==> src/sv/bavg_pkg.sv <==
`default_nettype none
package bavg_pkg;

  localparam int MAX_ICON_COLS   = 64;
  localparam int MAX_BLOCK_SIDE  = 64;
  localparam int MAX_SOURCE_SIDE = 4096;

  localparam int ICOL_W  = $clog2(MAX_ICON_COLS);      // icon column index
  localparam int BCI_W   = ICOL_W + 1;                 // saturating column index
  localparam int BCNT_W  = $clog2(MAX_BLOCK_SIDE);     // in-block counters
  localparam int BSIDE_W = BCNT_W + 1;                 // block side register
  localparam int SCNT_W  = $clog2(MAX_SOURCE_SIDE);    // source counters, band index
  localparam int SSIDE_W = SCNT_W + 1;                 // source side register
  localparam int PIX_W   = 8;
  localparam int AVG_W   = 8;
  localparam int SUM_W   = 20;
  localparam int ACC_W   = SUM_W + 1;                  // stored sum plus one pixel
  localparam int AREA_W  = 2 * BCNT_W + 1;
  localparam int NUM_W   = ACC_W + 2;                  // 2*sum + area
  localparam int DEN_W   = AREA_W + 1;                 // 2*area
  localparam int QCNT_W  = $clog2(NUM_W);

  localparam int CFG_IDX_W  = 2;
  localparam int CFG_DATA_W = SSIDE_W;

  localparam logic [CFG_IDX_W-1:0] REG_SOURCE_ROWS = CFG_IDX_W'(0);
  localparam logic [CFG_IDX_W-1:0] REG_SOURCE_COLS = CFG_IDX_W'(1);
  localparam logic [CFG_IDX_W-1:0] REG_BLOCK_ROWS  = CFG_IDX_W'(2);
  localparam logic [CFG_IDX_W-1:0] REG_BLOCK_COLS  = CFG_IDX_W'(3);

  typedef struct packed {
    logic accept;     // take the pixel, step the counters, read the column sum
    logic commit;     // write back the sum or retire the column
    logic div_start;  // launch the average division
    logic out_load;   // move the finished item into the output register
  } bavg_cmd_t;

  typedef struct packed {
    logic in_range;   // current block column has a sum slot
    logic emit;       // latched item closes its block
    logic div_idle;   // divider holds a finished quotient
  } bavg_sts_t;

  function automatic logic [SSIDE_W-1:0] clamp_src(input logic [SSIDE_W-1:0] v);
    logic [SSIDE_W-1:0] r;
    if (v == '0) begin
      r = SSIDE_W'(1);
    end else if (v > SSIDE_W'(MAX_SOURCE_SIDE)) begin
      r = SSIDE_W'(MAX_SOURCE_SIDE);
    end else begin
      r = v;
    end
    return r;
  endfunction

  function automatic logic [BSIDE_W-1:0] clamp_blk(input logic [BSIDE_W-1:0] v);
    logic [BSIDE_W-1:0] r;
    if (v == '0) begin
      r = BSIDE_W'(1);
    end else if (v > BSIDE_W'(MAX_BLOCK_SIDE)) begin
      r = BSIDE_W'(MAX_BLOCK_SIDE);
    end else begin
      r = v;
    end
    return r;
  endfunction

endpackage
`default_nettype wire

==> src/sv/bavg_div.sv <==
`default_nettype none
module bavg_div
  import bavg_pkg::*;
(
  input  wire logic             clk,
  input  wire logic             rst_n,
  input  wire logic             start,
  input  wire logic [NUM_W-1:0] num,
  input  wire logic [DEN_W-1:0] den,
  output logic                  idle,
  output logic [AVG_W-1:0]      quot
);

  // restoring division, one quotient bit per cycle
  logic              busy_r, busy_nxt;
  logic [QCNT_W-1:0] cnt_r, cnt_nxt;
  logic [DEN_W-1:0]  rem_r, rem_nxt;
  logic [NUM_W-1:0]  q_r, q_nxt;
  logic [DEN_W-1:0]  den_r, den_nxt;
  logic [DEN_W:0]    trial;
  logic [DEN_W:0]    diff;
  logic              ge;

  assign trial = {rem_r, q_r[NUM_W-1]};
  assign diff  = trial - {1'b0, den_r};
  assign ge    = trial >= {1'b0, den_r};

  always_comb begin
    busy_nxt = busy_r;
    cnt_nxt  = cnt_r;
    rem_nxt  = rem_r;
    q_nxt    = q_r;
    den_nxt  = den_r;
    if (start) begin
      busy_nxt = 1'b1;
      cnt_nxt  = QCNT_W'(NUM_W - 1);
      rem_nxt  = '0;
      q_nxt    = num;
      den_nxt  = den;
    end else if (busy_r) begin
      rem_nxt = ge ? diff[DEN_W-1:0] : trial[DEN_W-1:0];
      q_nxt   = {q_r[NUM_W-2:0], ge};
      cnt_nxt = cnt_r - QCNT_W'(1);
      if (cnt_r == '0) begin
        busy_nxt = 1'b0;
      end
    end
  end

  always_ff @(posedge clk) begin
    if (!rst_n) begin
      busy_r <= 1'b0;
      cnt_r  <= '0;
    end else begin
      busy_r <= busy_nxt;
      cnt_r  <= cnt_nxt;
    end
  end

  always_ff @(posedge clk) begin
    rem_r <= rem_nxt;
    q_r   <= q_nxt;
    den_r <= den_nxt;
  end

  assign idle = !busy_r;
  // saturate at full white
  assign quot = (|q_r[NUM_W-1:AVG_W]) ? '1 : q_r[AVG_W-1:0];

`ifndef ASSERT_OFF
  a_start_busy: assert property (@(posedge clk) disable iff (!rst_n)
    start |=> busy_r)
    else $error("divider not busy after start");
  a_finish: assert property (@(posedge clk) disable iff (!rst_n)
    busy_r && (cnt_r == '0) && !start |=> !busy_r)
    else $error("divider overran its step count");
  a_stay_idle: assert property (@(posedge clk) disable iff (!rst_n)
    !busy_r && !start |=> !busy_r)
    else $error("divider woke without start");
`endif

endmodule
`default_nettype wire

==> src/sv/bavg_dp.sv <==
`default_nettype none
module bavg_dp
  import bavg_pkg::*;
(
  input  wire logic               clk,
  input  wire logic               rst_n,
  input  wire bavg_cmd_t          cmd,
  input  wire logic [PIX_W-1:0]   in_pixel,
  input  wire logic [SSIDE_W-1:0] src_rows,
  input  wire logic [SSIDE_W-1:0] src_cols,
  input  wire logic [BSIDE_W-1:0] blk_rows,
  input  wire logic [BSIDE_W-1:0] blk_cols,
  input  wire logic [AREA_W-1:0]  area,
  output logic                    in_range,
  output logic                    emit,
  output logic [NUM_W-1:0]        num,
  output logic [SCNT_W-1:0]       item_row,
  output logic [ICOL_W-1:0]       item_col,
  output logic                    item_last
);

  logic [SCNT_W-1:0] src_row_cnt_r, src_row_cnt_nxt;
  logic [SCNT_W-1:0] src_col_cnt_r, src_col_cnt_nxt;
  logic [SCNT_W-1:0] band_r, band_nxt;
  logic [BCNT_W-1:0] row_in_band_r, row_in_band_nxt;
  logic [BCNT_W-1:0] col_in_blk_r, col_in_blk_nxt;
  logic [BCI_W-1:0]  bci_r, bci_nxt;

  logic [SSIDE_W-1:0] col_inc, row_inc;
  logic [BSIDE_W-1:0] cib_inc, rib_inc;
  logic               last_col, last_row, h_end, v_end;

  // latched item
  logic [PIX_W-1:0]  px_r;
  logic [ICOL_W-1:0] idx_r;
  logic              emit_r;
  logic              last_r;
  logic [SCNT_W-1:0] row_r;

  logic [SUM_W-1:0]         sums_mem [MAX_ICON_COLS];
  logic [MAX_ICON_COLS-1:0] vld_r;
  logic [SUM_W-1:0]         rd_r;
  logic [ACC_W-1:0]         acc;

  assign col_inc  = SSIDE_W'(src_col_cnt_r) + SSIDE_W'(1);
  assign row_inc  = SSIDE_W'(src_row_cnt_r) + SSIDE_W'(1);
  assign cib_inc  = BSIDE_W'(col_in_blk_r) + BSIDE_W'(1);
  assign rib_inc  = BSIDE_W'(row_in_band_r) + BSIDE_W'(1);
  assign last_col = col_inc >= src_cols;
  assign last_row = row_inc >= src_rows;
  assign h_end    = (cib_inc >= blk_cols) || last_col;
  assign v_end    = (rib_inc >= blk_rows) || last_row;
  assign in_range = bci_r < BCI_W'(MAX_ICON_COLS);

  always_comb begin
    src_row_cnt_nxt = src_row_cnt_r;
    src_col_cnt_nxt = src_col_cnt_r;
    band_nxt        = band_r;
    row_in_band_nxt = row_in_band_r;
    col_in_blk_nxt  = col_in_blk_r;
    bci_nxt         = bci_r;
    if (cmd.accept) begin
      if (last_col) begin
        src_col_cnt_nxt = '0;
        col_in_blk_nxt  = '0;
        bci_nxt         = '0;
        if (last_row) begin
          src_row_cnt_nxt = '0;
          row_in_band_nxt = '0;
          band_nxt        = '0;
        end else begin
          src_row_cnt_nxt = src_row_cnt_r + SCNT_W'(1);
          if (v_end) begin
            row_in_band_nxt = '0;
            band_nxt        = band_r + SCNT_W'(1);
          end else begin
            row_in_band_nxt = row_in_band_r + BCNT_W'(1);
          end
        end
      end else begin
        src_col_cnt_nxt = src_col_cnt_r + SCNT_W'(1);
        if (h_end) begin
          col_in_blk_nxt = '0;
          if (in_range) begin
            bci_nxt = bci_r + BCI_W'(1);
          end
        end else begin
          col_in_blk_nxt = col_in_blk_r + BCNT_W'(1);
        end
      end
    end
  end

  always_ff @(posedge clk) begin
    if (!rst_n) begin
      src_row_cnt_r <= '0;
      src_col_cnt_r <= '0;
      band_r        <= '0;
      row_in_band_r <= '0;
      col_in_blk_r  <= '0;
      bci_r         <= '0;
      emit_r        <= 1'b0;
    end else begin
      src_row_cnt_r <= src_row_cnt_nxt;
      src_col_cnt_r <= src_col_cnt_nxt;
      band_r        <= band_nxt;
      row_in_band_r <= row_in_band_nxt;
      col_in_blk_r  <= col_in_blk_nxt;
      bci_r         <= bci_nxt;
      if (cmd.accept) begin
        emit_r <= h_end && v_end;
      end
    end
  end

  always_ff @(posedge clk) begin
    if (cmd.accept) begin
      px_r   <= in_pixel;
      idx_r  <= bci_r[ICOL_W-1:0];
      last_r <= last_row && last_col;
      row_r  <= band_r;
    end
  end

  // column sum store: read on accept, write back on commit unless the block closes
  always_ff @(posedge clk) begin
    if (cmd.accept) begin
      rd_r <= sums_mem[bci_r[ICOL_W-1:0]];
    end
    if (cmd.commit && !emit_r) begin
      sums_mem[idx_r] <= acc[SUM_W-1:0];
    end
  end

  // a cleared column reads as zero
  always_ff @(posedge clk) begin
    if (!rst_n) begin
      vld_r <= '0;
    end else if (cmd.commit) begin
      vld_r[idx_r] <= !emit_r;
    end
  end

  assign acc = ACC_W'(vld_r[idx_r] ? rd_r : '0) + ACC_W'(px_r);
  assign num = NUM_W'({acc, 1'b0}) + NUM_W'(area);

  assign emit      = emit_r;
  assign item_row  = row_r;
  assign item_col  = idx_r;
  assign item_last = last_r;

`ifndef ASSERT_OFF
  a_keep: assert property (@(posedge clk) disable iff (!rst_n)
    cmd.commit && !emit_r |=> vld_r[$past(idx_r)])
    else $error("column sum not marked live after write back");
  a_retire: assert property (@(posedge clk) disable iff (!rst_n)
    cmd.commit && emit_r |=> !vld_r[$past(idx_r)])
    else $error("finished column not cleared");
  a_sat: assert property (@(posedge clk) disable iff (!rst_n)
    bci_r <= BCI_W'(MAX_ICON_COLS))
    else $error("block column index past saturation");
`endif

endmodule
`default_nettype wire

==> src/sv/bavg_ctrl.sv <==
`default_nettype none
module bavg_ctrl
  import bavg_pkg::*;
(
  input  wire logic      clk,
  input  wire logic      rst_n,
  input  wire logic      in_valid,
  output logic           in_ready,
  input  wire logic      out_free,
  input  wire bavg_sts_t sts,
  output bavg_cmd_t      cmd
);

  localparam logic [1:0] ST_IDLE = 2'd0;
  localparam logic [1:0] ST_ADD  = 2'd1;
  localparam logic [1:0] ST_DIV  = 2'd2;

  logic [1:0] state_r, state_nxt;

  assign in_ready = (state_r == ST_IDLE);

  always_comb begin
    cmd       = '0;
    state_nxt = state_r;
    unique case (state_r)
      ST_IDLE: begin
        if (in_valid) begin
          cmd.accept = 1'b1;
          if (sts.in_range) begin
            state_nxt = ST_ADD;
          end
        end
      end
      ST_ADD: begin
        cmd.commit = 1'b1;
        if (sts.emit) begin
          cmd.div_start = 1'b1;
          state_nxt     = ST_DIV;
        end else begin
          state_nxt = ST_IDLE;
        end
      end
      ST_DIV: begin
        if (sts.div_idle && out_free) begin
          cmd.out_load = 1'b1;
          state_nxt    = ST_IDLE;
        end
      end
      default: begin
        state_nxt = ST_IDLE;
      end
    endcase
  end

  always_ff @(posedge clk) begin
    if (!rst_n) begin
      state_r <= ST_IDLE;
    end else begin
      state_r <= state_nxt;
    end
  end

`ifndef ASSERT_OFF
  a_add_after_accept: assert property (@(posedge clk) disable iff (!rst_n)
    (state_r == ST_ADD) |-> ($past(state_r) == ST_IDLE) && $past(in_valid))
    else $error("sum stage entered without an accepted item");
  a_load_done: assert property (@(posedge clk) disable iff (!rst_n)
    cmd.out_load |-> sts.div_idle && (state_r == ST_DIV))
    else $error("output loaded before the division finished");
  a_div_follow: assert property (@(posedge clk) disable iff (!rst_n)
    cmd.div_start |=> (state_r == ST_DIV) && !sts.div_idle)
    else $error("division launch lost");
`endif

endmodule
`default_nettype wire

==> src/sv/block_average_downscale.sv <==
// Block-average downscaler: one running column sum per icon column, average per block.
// A pixel that closes a block gives its item after the sum update, the bit-serial
//   restoring division and the output load, which waits for a free output register.
// Pixels are taken one at a time; one inside a tracked icon column is summed, and
//   one that closes a block is divided and loaded, before the next is accepted.
// Reset: synchronous, active low; sides to 1, counters and column sums to zero.
`default_nettype none
module block_average_downscale
  import bavg_pkg::*;
(
  input  wire logic                  clk,
  input  wire logic                  rst_n,
  // pixel channel
  input  wire logic                  in_valid,
  output logic                       in_ready,
  input  wire logic [PIX_W-1:0]      in_pixel,
  // icon pixel channel
  output logic                       out_valid,
  input  wire logic                  out_ready,
  output logic [SCNT_W-1:0]          out_icon_row,
  output logic [ICOL_W-1:0]          out_icon_col,
  output logic [AVG_W-1:0]           out_average,
  output logic                       out_frame_last,
  // configuration writes
  input  wire logic                  cfg_we,
  input  wire logic [CFG_IDX_W-1:0]  cfg_idx,
  input  wire logic [CFG_DATA_W-1:0] cfg_wdata
);

  // Configuration, held clamped to the legal range so the datapath never
  // sees a zero or oversized side.
  logic [SSIDE_W-1:0] src_rows_r, src_cols_r;
  logic [BSIDE_W-1:0] blk_rows_r, blk_cols_r;

  always_ff @(posedge clk) begin
    if (!rst_n) begin
      src_rows_r <= SSIDE_W'(1);
      src_cols_r <= SSIDE_W'(1);
      blk_rows_r <= BSIDE_W'(1);
      blk_cols_r <= BSIDE_W'(1);
    end else if (cfg_we) begin
      unique case (cfg_idx)
        REG_SOURCE_ROWS: src_rows_r <= clamp_src(cfg_wdata);
        REG_SOURCE_COLS: src_cols_r <= clamp_src(cfg_wdata);
        REG_BLOCK_ROWS:  blk_rows_r <= clamp_blk(cfg_wdata[BSIDE_W-1:0]);
        REG_BLOCK_COLS:  blk_cols_r <= clamp_blk(cfg_wdata[BSIDE_W-1:0]);
      endcase
    end
  end

  // Full block area: clipped edge blocks are still divided by this.
  logic [AREA_W-1:0] br_x, bc_x, area;
  logic [DEN_W-1:0]  den;

  assign br_x = AREA_W'(blk_rows_r);
  assign bc_x = AREA_W'(blk_cols_r);
  assign area = br_x * bc_x;
  // half-up rounding: (2*sum + area) / (2*area)
  assign den  = {area, 1'b0};

  bavg_cmd_t cmd;
  bavg_sts_t sts;

  logic              dp_in_range, dp_emit, div_idle, out_free;
  logic [NUM_W-1:0]  num;
  logic [SCNT_W-1:0] item_row;
  logic [ICOL_W-1:0] item_col;
  logic              item_last;
  logic [AVG_W-1:0]  quot;

  // Output item register
  logic              out_valid_r;
  logic [SCNT_W-1:0] out_row_r;
  logic [ICOL_W-1:0] out_col_r;
  logic [AVG_W-1:0]  out_avg_r;
  logic              out_last_r;

  assign sts.in_range = dp_in_range;
  assign sts.emit     = dp_emit;
  assign sts.div_idle = div_idle;

  // The output register frees the pipeline once the quotient is parked.
  assign out_free = !out_valid_r || out_ready;

  bavg_ctrl u_ctrl (
    .clk      (clk),
    .rst_n    (rst_n),
    .in_valid (in_valid),
    .in_ready (in_ready),
    .out_free (out_free),
    .sts      (sts),
    .cmd      (cmd)
  );

  bavg_dp u_dp (
    .clk       (clk),
    .rst_n     (rst_n),
    .cmd       (cmd),
    .in_pixel  (in_pixel),
    .src_rows  (src_rows_r),
    .src_cols  (src_cols_r),
    .blk_rows  (blk_rows_r),
    .blk_cols  (blk_cols_r),
    .area      (area),
    .in_range  (dp_in_range),
    .emit      (dp_emit),
    .num       (num),
    .item_row  (item_row),
    .item_col  (item_col),
    .item_last (item_last)
  );

  bavg_div u_div (
    .clk   (clk),
    .rst_n (rst_n),
    .start (cmd.div_start),
    .num   (num),
    .den   (den),
    .idle  (div_idle),
    .quot  (quot)
  );

  always_ff @(posedge clk) begin
    if (!rst_n) begin
      out_valid_r <= 1'b0;
    end else if (cmd.out_load) begin
      out_valid_r <= 1'b1;
    end else if (out_ready) begin
      out_valid_r <= 1'b0;
    end
  end

  always_ff @(posedge clk) begin
    if (cmd.out_load) begin
      out_row_r  <= item_row;
      out_col_r  <= item_col;
      out_avg_r  <= quot;
      out_last_r <= item_last;
    end
  end

  assign out_valid      = out_valid_r;
  assign out_icon_row   = out_row_r;
  assign out_icon_col   = out_col_r;
  assign out_average    = out_avg_r;
  assign out_frame_last = out_last_r;

`ifndef ASSERT_OFF
  a_no_overwrite: assert property (@(posedge clk) disable iff (!rst_n)
    cmd.out_load |-> !out_valid_r || out_ready)
    else $error("waiting item overwritten");
  a_no_accept_busy: assert property (@(posedge clk) disable iff (!rst_n)
    (in_valid && in_ready) |-> div_idle)
    else $error("item accepted during a division");
  a_area_range: assert property (@(posedge clk) disable iff (!rst_n)
    (area != '0) && (area <= AREA_W'(MAX_BLOCK_SIDE * MAX_BLOCK_SIDE)))
    else $error("block area out of range");
`endif

endmodule
`default_nettype wire
==> config.mk <==
export PLATFORM = sky130hd
export DESIGN_NAME = block_average_downscale
export DESIGN_NICKNAME = d
export VERILOG_FILES = /design/src/sv/bavg_pkg.sv /design/src/sv/bavg_div.sv /design/src/sv/bavg_dp.sv /design/src/sv/bavg_ctrl.sv /design/src/sv/block_average_downscale.sv
export SDC_FILE = /design/constraint.sdc
export NUM_CORES = 2
export LEC_CHECK = 0
export BUFFER_PORTS_ARGS = -buffer_cell sky130_fd_sc_hd__buf_4
export CAP_MARGIN = 40
export CORE_ASPECT_RATIO = 0.6
export CORE_MARGIN = 2
export CORE_UTILIZATION = 45
export CTS_CLUSTER_DIAMETER = 50
export DETAILED_ROUTE_END_ITERATION = 8
export PLACE_DENSITY = 0.64
export RECOVER_POWER = 25
export SLEW_MARGIN = 30
export SYNTH_ARGS = -nofsm -noshare
export SYNTH_HDL_FRONTEND = slang
export SYNTH_SLANG_ARGS = --single-unit
==> constraint.sdc <==
create_clock -name clk -period 9.6 [get_ports clk]
set_input_delay 0.96 -clock clk [delete_from_list [all_inputs] [get_ports clk]]
set_output_delay 0.96 -clock clk [all_outputs]
set_load 0.01 [all_outputs]
# [Yosys cells after proc, flatten, opt, wreduce, memory -nomap -nowiden]
# Memory sizes are Yosys's and may differ from the RTL's. A register that Yosys moved wholly into a read port is not among the register bits.
# Cells that the tools add are included.
[word_totals] reg_bits=273 latch_bits=0 ramBits=1280 romBits=0 inputBits=28 elab_cells=138 memories=1
[mem_list] name="u_dp.sums_mem" depth=64 width=20 read_ports=1 rd_ports_with_merged_regs=1 write_ports=1 line_no="bavg_dp.sv:40" rtl="logic [SUM_W-1:0] sums_mem [MAX_ICON_COLS];"
[op_classes] n_addsub=14 multipliers=1 div=0 magnitude_cmp=10 n_eq_ne=8 n_shift=0 n_mux=44 bitwise=1 n_reduce_logical=31
[op_table] op="$bwmux 64" n=1
[op_table] op="$mux 12" n=4
[op_table] op="$mux 23" n=2
[op_table] op="$add 12x1->12 const B" n=3
[op_table] op="$mux 7" n=5
[op_table] op="$add 12x1->13 const B" n=2
[op_table] op="$ge 13x13->1" n=2
[op_table] op="$mux 13" n=2
[op_table] op="$mux 6" n=4
[op_table] op="$add 22x13->23" n=1
[op_table] op="$add 21x8->21" n=1
[op_table] op="$mux 20" n=1
[op_table] op="$ge 15x14->1" n=1
[op_table] op="$reduce_or 15->1" n=1
[op_table] op="$add 6x1->7 const B" n=2
[op_table] op="$ge 7x7->1" n=2
[op_table] op="$mux 1" n=14
[op_table] op="$mux 14" n=1
[op_table] op="$sub 14x14->14" n=1
[op_table] op="$gt 13x13->1 const B" n=1
[op_table] op="$logic_not 13->1" n=1
[op_table] op="$mul 7x7->13" n=1
[op_table] op="$add 6x1->6 const B" n=2
[op_table] op="$mux 2" n=5
[op_table] op="25 further kinds" n=49

# [Longest topological paths before layout]
[logic_depth] depth_word=6 depth_mapped=27

# [Hierarchy]
# A second synthesis with hierarchy kept.
[hier_totals] hier_cells=3646 hier_area_um2=65781.8
[modules_own_cells] module="bavg_dp" instances=1 cells_each=2955 area_per_inst_um2=58496.1 seq_area_each_um2=42250.5
[modules_own_cells] module="block_average_downscale" instances=1 cells_each=413 area_per_inst_um2=4149.0 seq_area_each_um2=1631.6
[modules_own_cells] module="bavg_div" instances=1 cells_each=267 area_per_inst_um2=3030.4 seq_area_each_um2=1511.4
[modules_own_cells] module="bavg_ctrl" instances=1 cells_each=11 area_per_inst_um2=106.4 seq_area_each_um2=40.0

# [Least setup slack after synthesis]
# OpenSTA, ideal clock, no wires.
[synth_path] kind="register to register" from="reg u_dp.idx_r[1], in the netlist u_dp.item_col[1]" to="reg u_div.q_r[15], data pin" setup_ns=0.157 arrival_ns=7.420 required_ns=9.443 slack_ns=2.022 path_stages_with_launch=24 cell_sequence="edfxtp_1 > buf_6 > mux2_1 > a221o_1 > a32oi_1 > o22ai_1 > nor3_4 > clkbuf_1 > nor2b_1 > ha_1 > fa_1 > a211oi_1 > o21ai_0 > and2_1 > xnor2_1 > ha_1 > o21ai_0 > a21oi_1 > nand2_1 > or4b_2 > a41oi_2 > o211ai_1 > xor2_1 > o21ai_0"
[synth_via] elab_chain_len=6
[synth_rtl] element="from (decl)" line_no="bavg_dp.sv:35" rtl="logic [ICOL_W-1:0] idx_r;"
[synth_rtl] element="from (signal assigned)" line_no="bavg_dp.sv:119" rtl="idx_r <= bci_r[ICOL_W-1:0];"
[synth_rtl] element="$bmux 1 s6" line_no="bavg_dp.sv:144" rtl="assign acc = ACC_W'(vld_r[idx_r] ? rd_r : '0) + ACC_W'(px_r);"
[synth_rtl] element="$mux 1 (implied by the code)" line_no="bavg_dp.sv:144"
[synth_rtl] element="$mux 20" line_no="bavg_dp.sv:144"
[synth_rtl] element="$add 21x8->21" line_no="bavg_dp.sv:144"
[synth_rtl] element="via u_dp.acc[8]" line_no="bavg_dp.sv:43" rtl="logic [ACC_W-1:0] acc;"
[synth_rtl] element="$add 22x13->23" line_no="bavg_dp.sv:145" rtl="assign num = NUM_W'({acc, 1'b0}) + NUM_W'(area);"
[synth_rtl] element="$mux 23" line_no="bavg_div.sv:34" rtl="if (start) begin"
[synth_rtl] element="via u_div.q_nxt[15]" line_no="bavg_div.sv:18" rtl="logic [NUM_W-1:0] q_r, q_nxt;"
[synth_rtl] element="to (signal assigned)" line_no="bavg_div.sv:62" rtl="q_r <= q_nxt;"
[synth_rtl] element="to (decl)" line_no="bavg_div.sv:18"
# The timed path passes the listed nets, and every way through them passes these cells. The select of a mux whose other input is x is not followed.
# A chain may end at the register's enable or synchronous reset.

# [Final worst setup path]
[layout_path] from="reg u_dp.idx_r[0], in the netlist u_dp.item_col[0]" to="reg u_div.q_r[20], data pin"
# Same word-level chain as after synthesis.

==> results.py <==
metrics = {
    "outcome": {
        "run_status": "complete, but fails checks",
        "failed_checks": "capacitance limit, slew limit",
    },
    "route": {
        "initialDrtViolationCount": 5019,
        "wl_mm": 167,
        "detail_route.vias_per_cell": 6.03,
        "detail_route.wl_per_cell_um": 28.6,
        "remaining_drcs": 0,
        "route.vias.total": 35300,
        "drt.antenna.violating_nets": 0,
        "first_pass_iters": 5,
    },
    "synthesis": {
        "synth_flop_cell": "sky130_fd_sc_hd__edfxtp_1",
        "synth.top_cell.area_share_pct": 63.9,
        "synth.cell_area_mm2": 0.0653,
        "ys_top_cells_by_area": "sky130_fd_sc_hd__edfxtp_1, sky130_fd_sc_hd__mux4_2, sky130_fd_sc_hd__dfxtp_1, sky130_fd_sc_hd__ha_1, sky130_fd_sc_hd__a21oi_1",
        "ys_seq_area_share_pct": 69.6,
        "synth_area_per_cell_um2": 17.8,
        "synthesis.instances": 3675,
        "fraction_of_synthesis_flops_using_an_asynchronous_set_or_reset_pin_pct": 0,
        "register_bit_count_reported_by_yosys": 1573,
        "yosysTopAreaCell": "sky130_fd_sc_hd__edfxtp_1",
        "synth_warnings": 0,
        "synthDistinctLibCells": 79,
        "syn-num-nets": 3840,
        "synth_enable_flop_cells": 1390,
    },
    "sta": {
        "report.final.hold_viol_count": 0,
        "max_clock_freq_mhz": 136,
        "setup-violations-final": 0,
        "setup_tns_ns": 0,
        "hold_slack_ns": 0.418,
        "finalMaxSlewViolations": 889,
        "fin_crit_sh_pct": 76.5,
        "worst-slew-pin-transition_ns": 3.57,
        "rsz0062_at_grt": "false",
        "period_minus_slack_ns": 7.34,
        "clock-skew-final_ns": 0.0379,
        "slew_headroom_pct": -138,
    },
    "layout": {
        "instances_no_fill": 5860,
        "syn_to_final_growth_pct": 12.3,
        "final_net_count": 3979,
        "final_layout_size_suffix_gt1_share_pct": 21.4,
    },
    "power_and_ir_drop": {
        "p_per_area_mw_per_mm2": 202,
        "peakVddDrop_mv": 0.155,
        "static_leakage_nw": 23.3,
    },
    "die": {
        "core.rowCount": 108,
        "floorplan.initialDensity_pct": 45.2,
        "floorplan.die_area_mm2": 0.148,
        "core_mm2": 0.144,
        "io_pins": 57,
        "die_y_um": 299,
        "die_w_um": 496,
    },
    "cts": {
        "cts-root-buf": "sky130_fd_sc_hd__clkbuf_16",
        "cts.sink_count": 1573,
        "cts_hold_repair.buffers": 0,
        "worst_setup_hold_path_clk_slew_ns": 0.07,
        "cts-buffers-inserted": 141,
        "post_cts.repair.setup_buffers": 0,
        "clock_tree_from_tritoncts": "done",
        "ctsHtreeMaxLevel": 4,
        "cts-resized-gates": 0,
        "max-clock-path-buffers": 3,
        "clk_latency_ns": 0.78,
    },
    "place": {
        "dp.cells": 5586,
        "gp_congestion": 0.904,
        "dp_hpwl_mm": 100,
        "port-buffer-count": 56,
    },
    "worst_hold_path": {
        "min_path_type": "flip-flop to flip-flop",
    },
    "global_route": {
        "first_global_vias": 33600,
        "total_overflow_reported_by_the_global_router": 0,
        "grt_util_all_layers_pct": 22.6,
        "grt_start_max_net_pins": 144,
        "grt_antenna_before_repair": 24,
        "grt_first_pass_wirelength_mm": 240,
    },
    "setup_path": {
        "worstSetupEndpointType": "flip-flop",
        "endpoint_arrival_time_on_the_critical_path_ns": 7.77,
        "startpoint_type": "flip-flop",
        "cell_with_the_biggest_individual_delay_on_the_critical_path": "sky130_fd_sc_hd__clkbuf_1",
        "critical_path.cell_chain": "clkbuf_1 > inv_1 > a221o_1 > a22oi_1 > o22ai_1 > nor3_4 > buf_4 > nor2b_1 > ha_2 > fa_2 > buf_4 > ha_1 > a21o_1 > a2111o_1 > a21oi_1 > o21a_1 > o21ai_1 > or4b_1 > a41o_1 > a2111oi_4 > xnor2_1 > o21ai_1",
        "slowest_delay_ns": 0.64,
        "crit_required_ns": 10.02,
        "crit_path_max_fanout": 66,
        "cp_num_buf_inv": 4,
        "path_delay_family": "compound AO/OA/AOI/OAI gates",
        "timing_worst_setup_path_type": "flip-flop to flip-flop",
    },
    "flow_run": {
        "cap_violations": 32,
    },
}
per-layer routing:
layer	vias up	wire length (µm)	track usage (%)
li1	14900	-	-
met1	18500	76500	36.4
met2	1714	68500	30.1
met3	219	18700	6.03
met4	6	3670	5.90
met5	-	29	0
where the power goes:
part | internal [mW] | switching (mW)
combinational | 0.475 | 0.835
clock | 3.26 | 2.56
sequential | 7.65 | 0.0559
total | 11.4 | 3.45
synth_stat cells (4+ instances only):
library cell,n
sky130_fd_sc_hd__a211oi_1,7
sky130_fd_sc_hd__a21o_1,25
sky130_fd_sc_hd__a21oi_1,161
sky130_fd_sc_hd__a22oi_1,5
sky130_fd_sc_hd__a32o_1,6
sky130_fd_sc_hd__and2_1,17
sky130_fd_sc_hd__and3_1,33
sky130_fd_sc_hd__buf_1,25
sky130_fd_sc_hd__buf_2,6
sky130_fd_sc_hd__buf_6,4
sky130_fd_sc_hd__clkbuf_1,157
sky130_fd_sc_hd__dfxtp_1,183
sky130_fd_sc_hd__edfxtp_1,1390
sky130_fd_sc_hd__fa_1,26
sky130_fd_sc_hd__ha_1,111
sky130_fd_sc_hd__inv_1,109
sky130_fd_sc_hd__mux2i_1,11
sky130_fd_sc_hd__mux4_2,426
sky130_fd_sc_hd__nand2_1,186
sky130_fd_sc_hd__nand2b_1,20
sky130_fd_sc_hd__nand3_1,57
sky130_fd_sc_hd__nand3b_1,15
sky130_fd_sc_hd__nand4_1,21
sky130_fd_sc_hd__nor2_1,148
sky130_fd_sc_hd__nor2b_1,35
sky130_fd_sc_hd__nor3_1,25
sky130_fd_sc_hd__nor4_1,8
sky130_fd_sc_hd__nor4b_1,4
sky130_fd_sc_hd__o211ai_1,18
sky130_fd_sc_hd__o21a_1,68
sky130_fd_sc_hd__o21ai_0,113
sky130_fd_sc_hd__o21ai_1,4
sky130_fd_sc_hd__o21bai_1,4
sky130_fd_sc_hd__o22ai_1,4
sky130_fd_sc_hd__o31ai_1,9
sky130_fd_sc_hd__o41ai_1,4
sky130_fd_sc_hd__or2_2,19
sky130_fd_sc_hd__or3_1,42
sky130_fd_sc_hd__or4_1,10
sky130_fd_sc_hd__xnor2_1,56
sky130_fd_sc_hd__xor2_1,41
final cells by class:
cell class / instances / area [µm²]
diodes: 7 / 17.5
repair buffers: 192 / 1380
clock buffers: 175 / 3760
fillers: 11600 / 71000
flip-flops and latches: 1573 / 45400
well taps: 1925 / 2410
inverters: 110 / 417
clock inverters: 82 / 970
multi-input cells: 1796 / 18900
sequential cells by signal (all words and copies together), names as in the netlist, 13 cells and up:
signal / flops
src_cols_r: 13
src_rows_r: 13
u_div.den_r: 13
u_div.q_r: 23
u_div.rem_r: 14
u_dp.rd_r: 20
u_dp.sums_mem: 1280
u_dp.vld_r: 64
stage by stage:
step | utilization (%) | area (µm²) | total power, mW | worst slack [ns]
2_1_floorplan | - | 65300 | 8.70 | 2.02
3_3_place_gp | 47.5 | 68600 | 9.13 | 2.60
3_5_place_dp | 47.7 | 68800 | 9.15 | 2.59
4_1_cts | 50.9 | 73500 | 14.9 | 2.53
5_1_grt | 50.8 | 73300 | 15.3 | 1.78
6_report | 50.8 | 73300 | 14.8 | 2.26
path summary, 6_finish.rpt:
kind                                        from              end  slack, ns  cells past startpoint
worst max-delay path            u_dp.item_col[0]    u_div.q_r[20]       2.26                     22
worst min-delay path            u_dp.item_row[0]  out_icon_row[0]       0.42                      0
worst max register to register  u_dp.item_col[0]    u_div.q_r[20]       2.26                     22
worst min register to register  u_dp.item_row[0]  out_icon_row[0]       0.42                      0
cell usage in the layout, fill, tap and decap left out, drive strengths merged, types with 7 or more instances in the layout:
cell type	netlist	final
o21ai	117	117
nand3	57	57
nor2	149	149
edfxtp	1390	1390
and2	18	18
inv	109	119
or2	20	20
buf	39	113
xnor2	57	57
mux2i	11	11
clkinv	1	51
clkbuf	157	254
or4	10	10
and3	33	33
o211ai	18	18
nor2b	36	36
o31ai	9	9
fa	26	26
nand2b	20	20
diode	0	7
nor3	26	26
a211oi	7	7
xor2	41	41
nand3b	15	15
mux4	426	426
ha	111	111
nand2	186	186
a21oi	161	161
a21o	25	25
bufinv	0	16
or3	42	42
nor4	8	8
nand4	21	21
o21a	68	68
dfxtp	183	183
cells by family after synthesis:
group / Yosys count / share of synthesized area (%)
flip-flops: 1573 / 69.6
AND/OR/NAND/NOR: 657 / 4.99
AO/OA/AOI/OAI: 461 / 4.36
multiplexers: 443 / 15.0
buffers and inverters: 306 / 1.86
adder cells (fa/ha/maj): 137 / 2.93
XOR/XNOR: 98 / 1.33
(Power assumes the default switching activity.)
